==> config.mk <==
export PLATFORM = sky130hd
export DESIGN_NAME = salc_ctrl
export DESIGN_NICKNAME = d
export VERILOG_FILES = /design/src/hw/rtl/salc_pkg.sv /design/src/hw/rtl/salc_ctrl.sv
export VERILOG_INCLUDE_DIRS = /design/src /design/src/hw/rtl
export SDC_FILE = /design/constraint.sdc
export NUM_CORES = 1
export LEC_CHECK = 0
export CORE_AREA = 2 2 39 41
export CTS_CLUSTER_DIAMETER = 30
export DETAILED_ROUTE_END_ITERATION = 10
export DIE_AREA = 0 0 41 43
export DONT_BUFFER_PORTS = 1
export SETUP_SLACK_MARGIN = 0.5
export SYNTH_ARGS = -nofsm -noshare
export SYNTH_HDL_FRONTEND = slang
export SYNTH_SLANG_ARGS = --single-unit
==> constraint.sdc <==
create_clock -name clock -period 1.5 [get_ports clock]
set_input_delay 0.3 -clock clock [delete_from_list [all_inputs] [get_ports clock]]
set_output_delay 0.3 -clock clock [all_outputs]
set_load 0.01 [all_outputs]
==> src/hw/rtl/set_assoc_lru_cache_lookup_defines.svh <==
// Assertion macros for the cache lookup block.
// Taken in by the files that carry concurrent checks; needs nothing else.
`ifndef SET_ASSOC_LRU_CACHE_LOOKUP_DEFINES_SVH
`define SET_ASSOC_LRU_CACHE_LOOKUP_DEFINES_SVH

// general form: explicit clock and reset
`define SALC_ASSERT_CLK(lbl, clk, rst, prop, msg) \
   lbl: assert property (@(posedge clk) disable iff (rst) prop) else $error(msg);

// usual form inside this block: clock and reset named as in the checked modules
`define SALC_ASSERT(lbl, prop, msg) \
   `SALC_ASSERT_CLK(lbl, clock, reset, prop, msg)

`endif

==> src/hw/rtl/salc_pkg.sv <==
// Shared constants and control types of the cache lookup block.
// No dependencies; used by the interfaces and all modules except salc_ram.
package salc_pkg;

   localparam int SETS_DEFAULT = 64;
   localparam int WAYS_DEFAULT = 8;

   localparam int ADDR_W      = 32;
   localparam int CNT_W       = 32;
   localparam int WAY_OUT_W   = 3;
   localparam int SET_BITS_W  = 3;
   localparam int BLK_BITS_W  = 5;
   localparam int WAYS_REG_W  = 4;
   localparam int CSR_INDEX_W = 2;
   localparam int CSR_DATA_W  = 5;

   // register indexes
   localparam logic [CSR_INDEX_W-1:0] CSR_SET_BITS   = 2'd0;
   localparam logic [CSR_INDEX_W-1:0] CSR_BLOCK_BITS = 2'd1;
   localparam logic [CSR_INDEX_W-1:0] CSR_WAYS       = 2'd2;

   localparam logic [SET_BITS_W-1:0] SET_BITS_RESET   = 3'd6;
   localparam logic [BLK_BITS_W-1:0] BLOCK_BITS_RESET = 5'd2;
   localparam logic [WAYS_REG_W-1:0] WAYS_RESET       = 4'd8;

   typedef struct packed {
      logic clear;    // write an empty row during the sweep
      logic accept;   // take the request beat, read its set
      logic lookup;   // compare and pick the way
      logic commit;   // write back the row, load the response
   } salc_cmd_type;

   typedef struct packed {
      logic clear_last;
      logic out_free;
   } salc_stat_type;

endpackage

==> src/hw/rtl/salc_ctrl.sv <==
// Sequencer of the cache lookup: clear sweep, accept, lookup, commit.
// Depends on salc_pkg and the assertion macro header.
`include "set_assoc_lru_cache_lookup_defines.svh"

module salc_ctrl import salc_pkg::*; (
   input  logic          clock,
   input  logic          reset,
   input  logic          req_valid,
   output logic          req_ready,
   input  salc_stat_type stat,
   output salc_cmd_type  cmd
);

   typedef enum logic [1:0] {
      ST_CLEAR,
      ST_IDLE,
      ST_LOOKUP,
      ST_COMMIT
   } state_type;

   state_type state_ff;
   logic      ready_ff;

   always_ff @(posedge clock) begin
      if (reset) begin
         state_ff <= ST_CLEAR;
         ready_ff <= 1'b0;
      end else begin
         case (state_ff)
            ST_CLEAR: begin
               if (stat.clear_last) begin
                  state_ff <= ST_IDLE;
                  ready_ff <= 1'b1;
               end
            end
            ST_IDLE: begin
               if (req_valid) begin
                  state_ff <= ST_LOOKUP;
                  ready_ff <= 1'b0;
               end
            end
            ST_LOOKUP: begin
               state_ff <= ST_COMMIT;
            end
            ST_COMMIT: begin
               // hold until the response register can take the result
               if (stat.out_free) begin
                  state_ff <= ST_IDLE;
                  ready_ff <= 1'b1;
               end
            end
            default: begin
               state_ff <= ST_CLEAR;
               ready_ff <= 1'b0;
            end
         endcase
      end
   end

   assign req_ready  = ready_ff;
   assign cmd.clear  = (state_ff == ST_CLEAR);
   assign cmd.accept = ready_ff && req_valid;
   assign cmd.lookup = (state_ff == ST_LOOKUP);
   assign cmd.commit = (state_ff == ST_COMMIT) && stat.out_free;

   `SALC_ASSERT(a_ready_only_idle, ready_ff |-> (state_ff == ST_IDLE), "ready outside idle")
   `SALC_ASSERT(a_accept_to_lookup, cmd.accept |=> (state_ff == ST_LOOKUP), "beat not looked up")

endmodule

* Word level (Yosys, flattened, before mapping)
Cells that the tools add are included.
** Cells by class
- Eq/ne operators :: 6
- Mux-type cells :: 8
- Reduce and logical (&&, ||, !) cells :: 6
** Operator list (number)
- 2-bit one-hot mux with 4 select lines :: 1
- 2-bit 2-to-1 mux :: 3
- 2-bit != test, second input constant :: 3
- 2-bit == test, second input constant :: 2
- 4-bit AND reduction :: 1
- 1-bit 2-to-1 mux :: 3
- 1-bit one-hot mux with 3 select lines :: 1
- 3-bit AND reduction :: 1
- 3-bit nonzero test :: 1
- 2-bit by 1-bit == test with 1-bit output, second input constant :: 1
- 1-bit logical AND :: 2
- 2-bit zero test :: 1
** Storage, ports and cells
- Bits in registers :: 3
- Bits of input ports :: 5
- Output and inout bits :: 5
- Word-level logic and storage cells :: 22

* Depth between registers and ports, before layout
Gate-level depths: netlist of run 1.
- Depth after elaboration :: 3
- Mapped depth :: 5
- Gate-level depth less buffers :: 5

* Worst setup path after synthesis of run 1
OpenSTA, ideal clock, no wires.
- Kind :: register -> register
- From :: register state_ff[0]
- To :: register state_ff[1]
- Library setup time :: 0.070 ns
- Data arrival time :: 1.422 ns
- Data required time :: 1.430 ns
- Setup slack :: 0.008 ns
- Cell stages (with the launch flop) :: 6
- Buffers on the path :: 0
- Clock period less this slack :: 1.492 ns
- Path through :: dfxtp_1 > inv_1 > ha_1 > nor2b_1 > or4b_1 > a21oi_1
** RTL lines
- from (decl) :: line salc_ctrl.sv:21 : state_type state_ff;
- from (signal assigned) :: line salc_ctrl.sv:26 : state_ff <= ST_CLEAR;
- from (signal assigned) :: line salc_ctrl.sv:32 : state_ff <= ST_IDLE;
- from (signal assigned) :: line salc_ctrl.sv:38 : state_ff <= ST_LOOKUP;

* Worst setup path in the final report of run 1
- From :: register state_ff[0]
- To :: register state_ff[1]
** On the way
- Cells in the longest elaborated chain, start to end :: 3
- Elaborated cells on any way between the ends :: 9
- Classes of those cells :: 6 x eq/ne; 1 x mux; 2 x reduce/logical
** RTL lines
- 2-bit == test (tied with other cells) :: line salc_ctrl.sv:29 : case (state_ff)
- 2-bit != test (no source line)
- 3-bit AND reduction (no source line)
Parallel ways exist; a longest one is shown, timed or not.
A chain may end at the register's enable or synchronous reset.

==> impl_results.md, run 1 <==
- RSZ-0062 raised after global routing: true
- First-pass GRT wire length: about 760 um
- Worst setup SP type: flip-flop
- Clock latency on the worst-skew pair: around 0.23 ns
- Starting Density: 0.156
- GPL Wtd Cong: 0.702
- Final hold viol count: 0
- DRC: 0
- Die Wd: about 41 um
- Clock share of power: 0.276
- Worst path bufs/invs: 0
- Maximum fanout along the worst path: 6
- Wirelength per Cell: 10.5 um
- Endpoints failing setup: 0
- Post-DR vias/cell: 4.33
- Synth Instances: 24
- H-tree Lvls: 1
- Fin crit share: 0.947
- CTS Root Cell: clkbuf_4
- Initial drt markers: 4
- Final slew viol count: 0
- R2R Path End: state_ff[1]$_SDFFE_PP0P_
- GRT Total Usage: 0.0693
- Switching power: 0.165 mW
- Int Pwr: between 0.3 and 0.4 mW
- Layout cells sized above 1: 0.667
- Core footprint: 1380 um^2
- Max IR drop VDD: 0.585 mV
- Clk_skew: 0.000176 ns
- R2r startpoint: state_ff[0]$_SDFFE_PP0P_
- Slowest Stage Delay on Critical Path: approximately 0.52 ns
- Ys Warns: 0
- Final worst-path setup slack: 0.0794 ns
- Top cells by area, synth: dfxtp_1 28%, ha_1 23%, nor2b_1 8.7%
- Die height: 43 um
- Worst hold stages: 1
- Arrival time worst endpoint: 1.57 ns
- Max-cap violation count: 0
- Multi-input gate area: 205 um^2
- CTS Sinks: 3
- # fillers: around 160
- Post-Syn Area per Cell: roughly 9.0 um^2
- Row Count: 14
- Ant. Diodes: 0
- ANT nets after route: 0
- CP cell instances: ha_2, nor2b_4, or4b_1, a21oi_1
- Sequential cell area: 71.3 um^2
- Initial antenna violation count: 0
- Synth area leader: dfxtp_1
- Crit Path Category: flip-flop to flip-flop
- Placement Setup Slack: between 0.06 and 0.07 ns
- Bufs on Longest Clock Path: 2
- Synth top area share: 0.279
- Final WL: 481 um
- Distinct cell type count after synthesis: 11
- Synthesized area: 215 um^2
- Drt pass-1 iters: 2
- Largest net degree at the start of global routing: 7
- Total gr overflow: 0
- Post-synthesis sequential area ratio: 0.279
- Main synth FF type: dfxtp_1
- Post-synth EDFFs: 0
- Post-synth top cells: 4 x ha_1, 3 x a21oi_1, 3 x dfxtp_1, 3 x inv_1, 3 x nor2b_1
- CTS clk-pin slew, worst paths: 0.03 ns
- Syn_nets: 33
- Full die area: 1760 um^2
- Max Clk Rate: 704 MHz
- Dpl hpwl: between 300 and 400 um
- Ys async rst share: 0
- CTS tree: built
- Hold-fix buffers, CTS: 0
- R2R setup slack: between 0.07 and 0.08 ns
- Logic pwr share: 0.419
- IO Count: 10
- Outcome: finished, final reports clean
- Worst-Margin Slew: 0.267 ns
- FF-to-FF path depth: 4
- Leakage: ~0.14 nW
- Crit-path slowest cell: or4b_1
- CP Data Required Time: 1.65 ns
- CP endpoint kind: flip-flop
- IO Port Bufs: 0
- Slew HR: 0.821
- Flop pwr share: 0.305
- Cts bufs inserted: 3
- Crit path time final: 1.42 ns
- Vias in the first global route: 185
- Pwr Density: 1400 nW/um^2
- CP top delay family: simple AND/OR/NAND/NOR gates
- Hold Crit Endpoint: state_ff[0]$_SDFFE_PP0P_
- Switch share: 0.331
- Detailed-route via count: 199
- Area grow syn2layout: 64.5%
- Hold Startpoint: reset
- Count leader, synth: ha_1
- Min-delay worst type: primary input to flip-flop
- Post-synthesis register bit count: 3
- Final nets: 40
- Final setup TNS: 0 ns
- Hold Slack: about 0.12 ns
==> power groups by stage <==
stage               Clock, mW  Combinational, mW  Sequential, mW
floorplan                   0              0.156           0.134
global placement            0              0.198           0.140
detailed placement          0              0.196           0.140
CTS                     0.146              0.206           0.147
global route            0.158              0.233           0.156
finish                  0.137              0.208           0.151
==> worst max path at each step <==
| stage | from | endpoint | slack [ns] | depth (start not counted) |
|---|---|---|---|---|
| 3_5_place_dp | state_ff[1]$_SDFFE_PP0P_ | state_ff[1]$_SDFFE_PP0P_ | 0.07 | 5 |
| 4_1_cts | state_ff[0]$_SDFFE_PP0P_ | state_ff[1]$_SDFFE_PP0P_ | 0.08 | 5 |
| 6_report | state_ff[0]$_SDFFE_PP0P_ | state_ff[1]$_SDFFE_PP0P_ | 0.08 | 4 |
| 3_3_place_gp | state_ff[1]$_SDFFE_PP0P_ | state_ff[1]$_SDFFE_PP0P_ | 0.09 | 5 |
| 5_1_grt | state_ff[0]$_SDFFE_PP0P_ | cmd[1] | 0.04 | 4 |
| 2_1_floorplan | state_ff[0]$_SDFFE_PP0P_ | state_ff[1]$_SDFFE_PP0P_ | 0.15 | 4 |
==> state kept, by name (all words and copies together) (netlist names) <==
| name | cells |
|---|---|
| req_ready | 1 |
| state_ff | 2 |
==> layout make-up <==
| cell class | count | share of cell area |
|---|---|---|
| inverter | 3 | 0.0459 |
| clock buffer | 4 | 0.0742 |
| timing repair buffer | 2 | 0.0424 |
| multi-input combinational | 18 | 0.580 |
| sequential | 3 | 0.201 |
| tap | 16 | 0.0565 |
==> cell usage in the layout (no fill, tap or decap) <==
cell      instances
a21oi_1           2
a21oi_2           1
and2_4            2
buf_4             2
clkbuf_1          1
clkbuf_4          3
dfxtp_4           3
ha_2              2
ha_4              2
inv_1             1
inv_4             2
nor2b_4           3
o31ai_1           2
o41ai_1           1
or3_1             1
or4_1             1
or4b_1            1
==> logic make-up (layout without fill, tap and decap cells) <==
group | Yosys count | in the layout | share of synthesized area
adder cells (fa/ha/maj) | 4 | 4 | 0.233
buffers and inverters | 3 | 9 | 0.0523
flip-flops | 3 | 3 | 0.279
AND/OR/NAND/NOR | 8 | 8 | 0.256
AO/OA/AOI/OAI | 6 | 6 | 0.180
==> metrics by stage <==
step	utilization	area (um^2)	power, mW	cells
2_1_floorplan	-	270	0.290	24
3_3_place_gp	0.221	305	0.338	42
3_5_place_dp	0.221	305	0.337	42
4_1_cts	0.250	345	0.499	46
5_1_grt	0.256	354	0.546	46
6_report	0.256	354	0.497	46
==> routing by layer <==
metal  up-vias  GRT usage  share of wire  wire length [um]
met1        88     0.0900           0.49               237
met3         0     0.0838           0.14                65
met4         0          0              0                 0
met2        11     0.0781           0.37               178
li1        100          -              -                 -
met5         -          0              0                 0
==> what timing repair did <==
item,CTS,global route
gates resized for setup,6,3
buffers inserted,0,0
pin swaps,2,0
setup endpoints to repair,7,7
Note: power is estimated with default switching activity, not from simulation.
==> run 2, diff against run 1 <==
==> constraint.sdc (replaced) <==
create_clock -name clock -period 1.8 [get_ports clock]
set_input_delay 0.36 -clock clock [delete_from_list [all_inputs] [get_ports clock]]
set_output_delay 0.36 -clock clock [all_outputs]
set_load 0.01 [all_outputs]
==> run 2 against run 1 <==
Effect of this change: first-iteration DRC count shrank 75%; sequential share of layout area grew 0.55 points; final cell count shrank 4.3%; register-to-register slack gained 0.32 ns; utilization shrank 2.0 points; hold slack gained 0.060 ns; non-clock buffer count shrank 2; final area shrank 7.8%; power shrank 21%; critical path depth is the same; clock power shrank 13%; sequential power shrank 21%.
==> impl_results.md, run 2 (synthesized netlist as in run 1, its figures left out) <==
- Min-delay worst type: primary input to flip-flop
- Final WL: ~480 um
- Die height: 43 um
- Max Clk Rate: 715 MHz
- Vias in the first global route: roughly 170
- Clock latency on the worst-skew pair: 0.23 ns
- GPL Wtd Cong: 0.613
- Arrival time worst endpoint: 1.56 ns
- Ant. Diodes: 0
- Endpoints failing setup: 0
- Maximum fanout along the worst path: 6
- Final slew viol count: 0
- GRT Total Usage: 0.0621
- # fillers: 157
- Drt pass-1 iters: 4
- Worst setup SP type: flip-flop
- IO Count: 10
- Pwr Density: ~1200 nW/um^2
- CTS Root Cell: clkbuf_4
- Dpl hpwl: 369 um
- Full die area: 1760 um^2
- Max reg flops: 2
- Row Count: 14
- Worst-Margin Slew: 0.260 ns
- Initial antenna violation count: 0
- Final hold viol count: 0
- Starting Density: 0.156
- Max-cap violation count: 0
- First-pass GRT wire length: 655 um
- Total gr overflow: 0
- CP top delay family: simple AND/OR/NAND/NOR gates
- CP Data Required Time: 1.96 ns
- Worst path bufs/invs: 0
- Outcome: finished, final reports clean
- Post-DR vias/cell: 4.43
- Largest Register: state_ff
- IO Port Bufs: 0
- DRC: 0
- Placed Cells: 40
- Core footprint: approximately 1400 um^2
- Slowest Stage Delay on Critical Path: 0.51 ns
- CP endpoint kind: flip-flop
- H-tree Lvls: 1
- ANT nets after route: 0
- Hold-fix buffers, CTS: 0
- CTS Sinks: 3
- Leakage: ~0.13 nW
- Switch share: 0.337
- Initial drt markers: 1
- Fin crit share: 0.777
- CTS clk-pin slew, worst paths: 0.04 ns
- Crit Path Category: flip-flop to flip-flop
- Wirelength per Cell: 10.8 um
- Cts bufs inserted: 3
- Largest net degree at the start of global routing: 7
- Flop pwr share: 0.304
- Clock share of power: 0.303
- Switching power: 0.133 mW
- RSZ-0062 raised after global routing: true
- CP cell instances: ha_2, nor2b_4, or4b_1, a21oi_1
- Max IR drop VDD: 0.314 mV
- Area grow syn2layout: 51.7%
- Final setup TNS: 0 ns
- Detailed-route via count: 195
- Logic pwr share: 0.394
- Commonest cells after routing, fill and taps aside: 3 x nor2b_4, 3 x a21oi_1, 3 x clkbuf_4
- CTS tree: built
- Multi-input gate area: 199 um^2
- Bufs on Longest Clock Path: 2
- Final nets: 38
- Crit path time final: 1.40 ns
- Sequential cell area: 67.6 um^2
- Layout cells sized above 1: 0.536
- Crit-path slowest cell: or4b_1
- Int Pwr: 0.261 mW
- Finished Layout Cells: 44
- Slew HR: 0.824
- Die Wd: 41 um
- Clk_skew: 0.000995 ns
[run 2: path summary, 6_finish.rpt]
kind,from,to,slack [ns],depth (start not counted)
min,reset,state_ff[0]$_SDFFE_PP0P_,0.18,1
min reg2reg,state_ff[0]$_SDFFE_PP0P_,state_ff[0]$_SDFFE_PP0P_,0.51,2
max,state_ff[0]$_SDFFE_PP0P_,state_ff[1]$_SDFFE_PP0P_,0.40,4
max reg2reg,state_ff[0]$_SDFFE_PP0P_,state_ff[1]$_SDFFE_PP0P_,0.40,4
[run 2: timing repair]
item / 4_1_cts / 5_1_grt
buffers inserted: 0 / 0
pin swaps: 1 / 1
endpoints found under the setup margin: 3 / 5
gates resized for setup: 4 / 0
endpoints found under the hold margin: 0 / 0
[run 2: stage by stage]
step	area (um^2)	hold WS, ns	worst slack, ns	util	power, mW
after floorplan	270	0.419	0.450	-	0.242
after global placement	290	0.424	0.384	0.210	0.268
after detailed placement	290	0.423	0.395	0.210	0.270
after CTS	327	0.172	0.380	0.236	0.406
after global routing	327	0.171	0.352	0.236	0.433
final	327	0.181	0.401	0.236	0.394
[run 2: area by class of cell]
type,count,area share
Tap cell,16,0.0613
Inverter,3,0.0421
Clock buffer,4,0.0805
Multi-Input combinational cell,18,0.609
Sequential cell,3,0.207
[run 2: power groups by stage]
| stage | Sequential, mW | Combinational (mW) | Clock (mW) |
|---|---|---|---|
| after floorplan | 0.111 | 0.130 | 0 |
| after global placement | 0.116 | 0.152 | 0 |
| after detailed placement | 0.117 | 0.153 | 0 |
| after CTS | 0.121 | 0.160 | 0.126 |
| after global routing | 0.122 | 0.177 | 0.133 |
| final | 0.120 | 0.155 | 0.119 |
[run 2: layer usage]
metal  up-vias  part of all wire  GRT usage
li1         94                 -          -
met1        90              0.47     0.0607
met2        11              0.39     0.0688
met3         0              0.14     0.0942
met4         0                 0     0.0200
met5         -                 0          0
==> run 3, diff against run 2 <==
==> constraint.sdc (replaced) <==
create_clock -name clock -period 1.2 [get_ports clock]
set_input_delay 0.24 -clock clock [delete_from_list [all_inputs] [get_ports clock]]
set_output_delay 0.24 -clock clock [all_outputs]
set_load 0.01 [all_outputs]
==> run 3 against run 2 <==
Effect of this change: the flow now finishes with violations (setup timing); final area is 22% higher; die area unchanged; non-clock buffer count rose by 6; combinational power increased by 120%; register-to-register slack got worse by 0.61 ns; sequential power grew 57%; critical endpoint unchanged; largest cell class unchanged; sequential cell count stayed put; hold slack got worse by 0.12 ns; utilization up 5.2 points; power up 79%; clock power increased by 46%.
==> impl_results.md, run 3 (synthesized netlist as in run 1, its figures left out) <==
- Clock latency on the worst-skew pair: 0.23 ns
- Vias in the first global route: about 230
- Wirelength per Cell: 10.5 um
- Initial antenna violation count: 0
- CP cell instances: ha_2, nor2b_4, or4b_4, a21oi_2
- CP startpoint: state_ff[0]$_SDFFE_PP0P_
- Worst path bufs/invs: 0
- Switch share: 0.321
- Placement Setup Slack: -0.232 ns
- CTS clk-pin slew, worst paths: ~0.03 ns
- # fillers: 149
- Core footprint: around 1400 um^2
- Final WL: 526 um
- DRC: 0
- Most common cell after layout, fill and taps aside: buf_4
- Area grow syn2layout: 85.5%
- CP Data Required Time: 1.36 ns
- Final hold viol count: 0
- Worst-Margin Slew: 0.272 ns
- CTS tree: built
- Post-route cell area: roughly 400 um^2
- Fin crit share: 1.17
- R2r startpoint: state_ff[0]$_SDFFE_PP0P_
- GPL Wtd Cong: between 0.5 and 0.6
- Starting Density: 0.156
- Full die area: 1760 um^2
- Bufs on Longest Clock Path: 2
- Final slew viol count: 0
- Dpl hpwl: between 400 and 500 um
- RSZ-0062 raised after global routing: true
- Sequential cell area: roughly 71 um^2
- Row Count: 14
- Violations in the final reports: setup timing
- Final nets: 44
- Switching power: 0.226 mW
- ANT nets after route: 0
- Leakage: between 0.15 and 0.2 nW
- Crit-path slowest cell: or4b_4
- Largest Register: state_ff
- First-pass GRT wire length: 841 um
- Total gr overflow: 0
- Die Wd: 41 um
- Max IR drop VDD: 0.316 mV
- Flop pwr share: 0.268
- Multi-input gate area: 223 um^2
- CTS Sinks: 3
- Clk_skew: 0.00232 ns
- Crit Path Category: flip-flop to flip-flop
- CTS Root Cell: clkbuf_4
- Min-delay worst type: primary input to flip-flop
- H-tree Lvls: 1
- Int Pwr: 0.477 mW
- Max reg flops: 2
- CP top delay family: simple AND/OR/NAND/NOR gates
- Layout cells sized above 1: 0.794
- Worst setup SP type: flip-flop
- Pwr Density: 1760 nW/um^2
- Post-DR vias/cell: 4.28
- Commonest cells after routing, fill and taps aside: 6 x buf_4, 3 x nor2b_4, 3 x clkbuf_4, 3 x dfxtp_4
- Final worst-path setup slack: -0.204 ns
- Slew HR: 0.817
- IO Port Bufs: 0
- Outcome: finished with violations
- Max-cap violation count: 0
- Finished Layout Cells: 50
- Placed Cells: 46
- Slowest Stage Delay on Critical Path: 0.53 ns
- CP endpoint kind: flip-flop
- Clock share of power: 0.247
- IO Count: 10
- Endpoints failing setup: 5
- Cts bufs inserted: 3
- Detailed-route via count: around 210
- Hold Startpoint: reset
- Initial drt markers: 2
- Logic pwr share: 0.485
- Die height: around 43 um
- Dpl cell area: roughly 340 um^2
- Ant. Diodes: 0
- Crit path time final: 1.40 ns
- Maximum fanout along the worst path: 4
- Util after Layout: 0.288
- GRT Total Usage: 0.0731
- Drt pass-1 iters: 2
- Arrival time worst endpoint: 1.56 ns
- Max Clk Rate: 712 MHz
- Largest net degree at the start of global routing: 5
[run 3: area by class of cell]
| cell class | instances | share of cell area |
|---|---|---|
| inverter | 3 | 0.0345 |
| sequential | 3 | 0.179 |
| timing repair buffer | 6 | 0.113 |
| tap | 16 | 0.0502 |
| multi-input combinational | 18 | 0.558 |
| clock buffer | 4 | 0.0658 |
[run 3: layer usage]
layer / global-route usage / vias up / wire length, um
met3: 0.0576 / 2 / 52
met2: 0.109 / 9 / 260
li1: - / 105 / -
met1: 0.0671 / 98 / 203
met5: 0 / - / 0
met4: 0.0400 / 0 / 9
[run 3: final timing paths]
kind	slack, ns	cells after the start	end
setup / recovery	-0.20	4	state_ff[1]$_SDFFE_PP0P_
setup reg to reg	-0.20	4	state_ff[1]$_SDFFE_PP0P_
hold / removal	0.06	1	state_ff[1]$_SDFFE_PP0P_
hold reg to reg	0.49	2	req_ready$_SDFFE_PP0P_
[run 3: power by group through the flow]
stage / registers (mW) / logic (mW) / clock network, mW
finish: 0.188 / 0.341 / 0.174
global route: 0.193 / 0.382 / 0.193
CTS: 0.187 / 0.296 / 0.183
detailed placement: 0.180 / 0.296 / 0
global placement: 0.177 / 0.292 / 0
floorplan: 0.170 / 0.199 / 0
[run 3: repair_timing]
| action | 4_1_cts | 5_1_grt |
|---|---|---|
| gates resized for setup | 3 | 6 |
| endpoints found under the setup margin | 8 | 8 |
| pin swaps | 2 | 1 |
| buffers inserted | 0 | 0 |
| hold buffers | 0 | 0 |
[run 3: through the flow]
| step | hold WS (ns) | total power, mW | TNS (ns) |
|---|---|---|---|
| floorplan | 0.299 | 0.370 | -0.292 |
| global placement | 0.303 | 0.469 | -0.490 |
| detailed placement | 0.306 | 0.475 | -0.546 |
| CTS | 0.0583 | 0.667 | -0.769 |
| global route | 0.0498 | 0.768 | -1.03 |
| finish | 0.0600 | 0.703 | -0.733 |
[run 3: worst register-to-register path: stages, from the launching register on]
cell and delay (ns):
dfxtp_4 0.35, ha_2 0.18, nor2b_4 0.13, or4b_4 0.53, a21oi_2 0.14
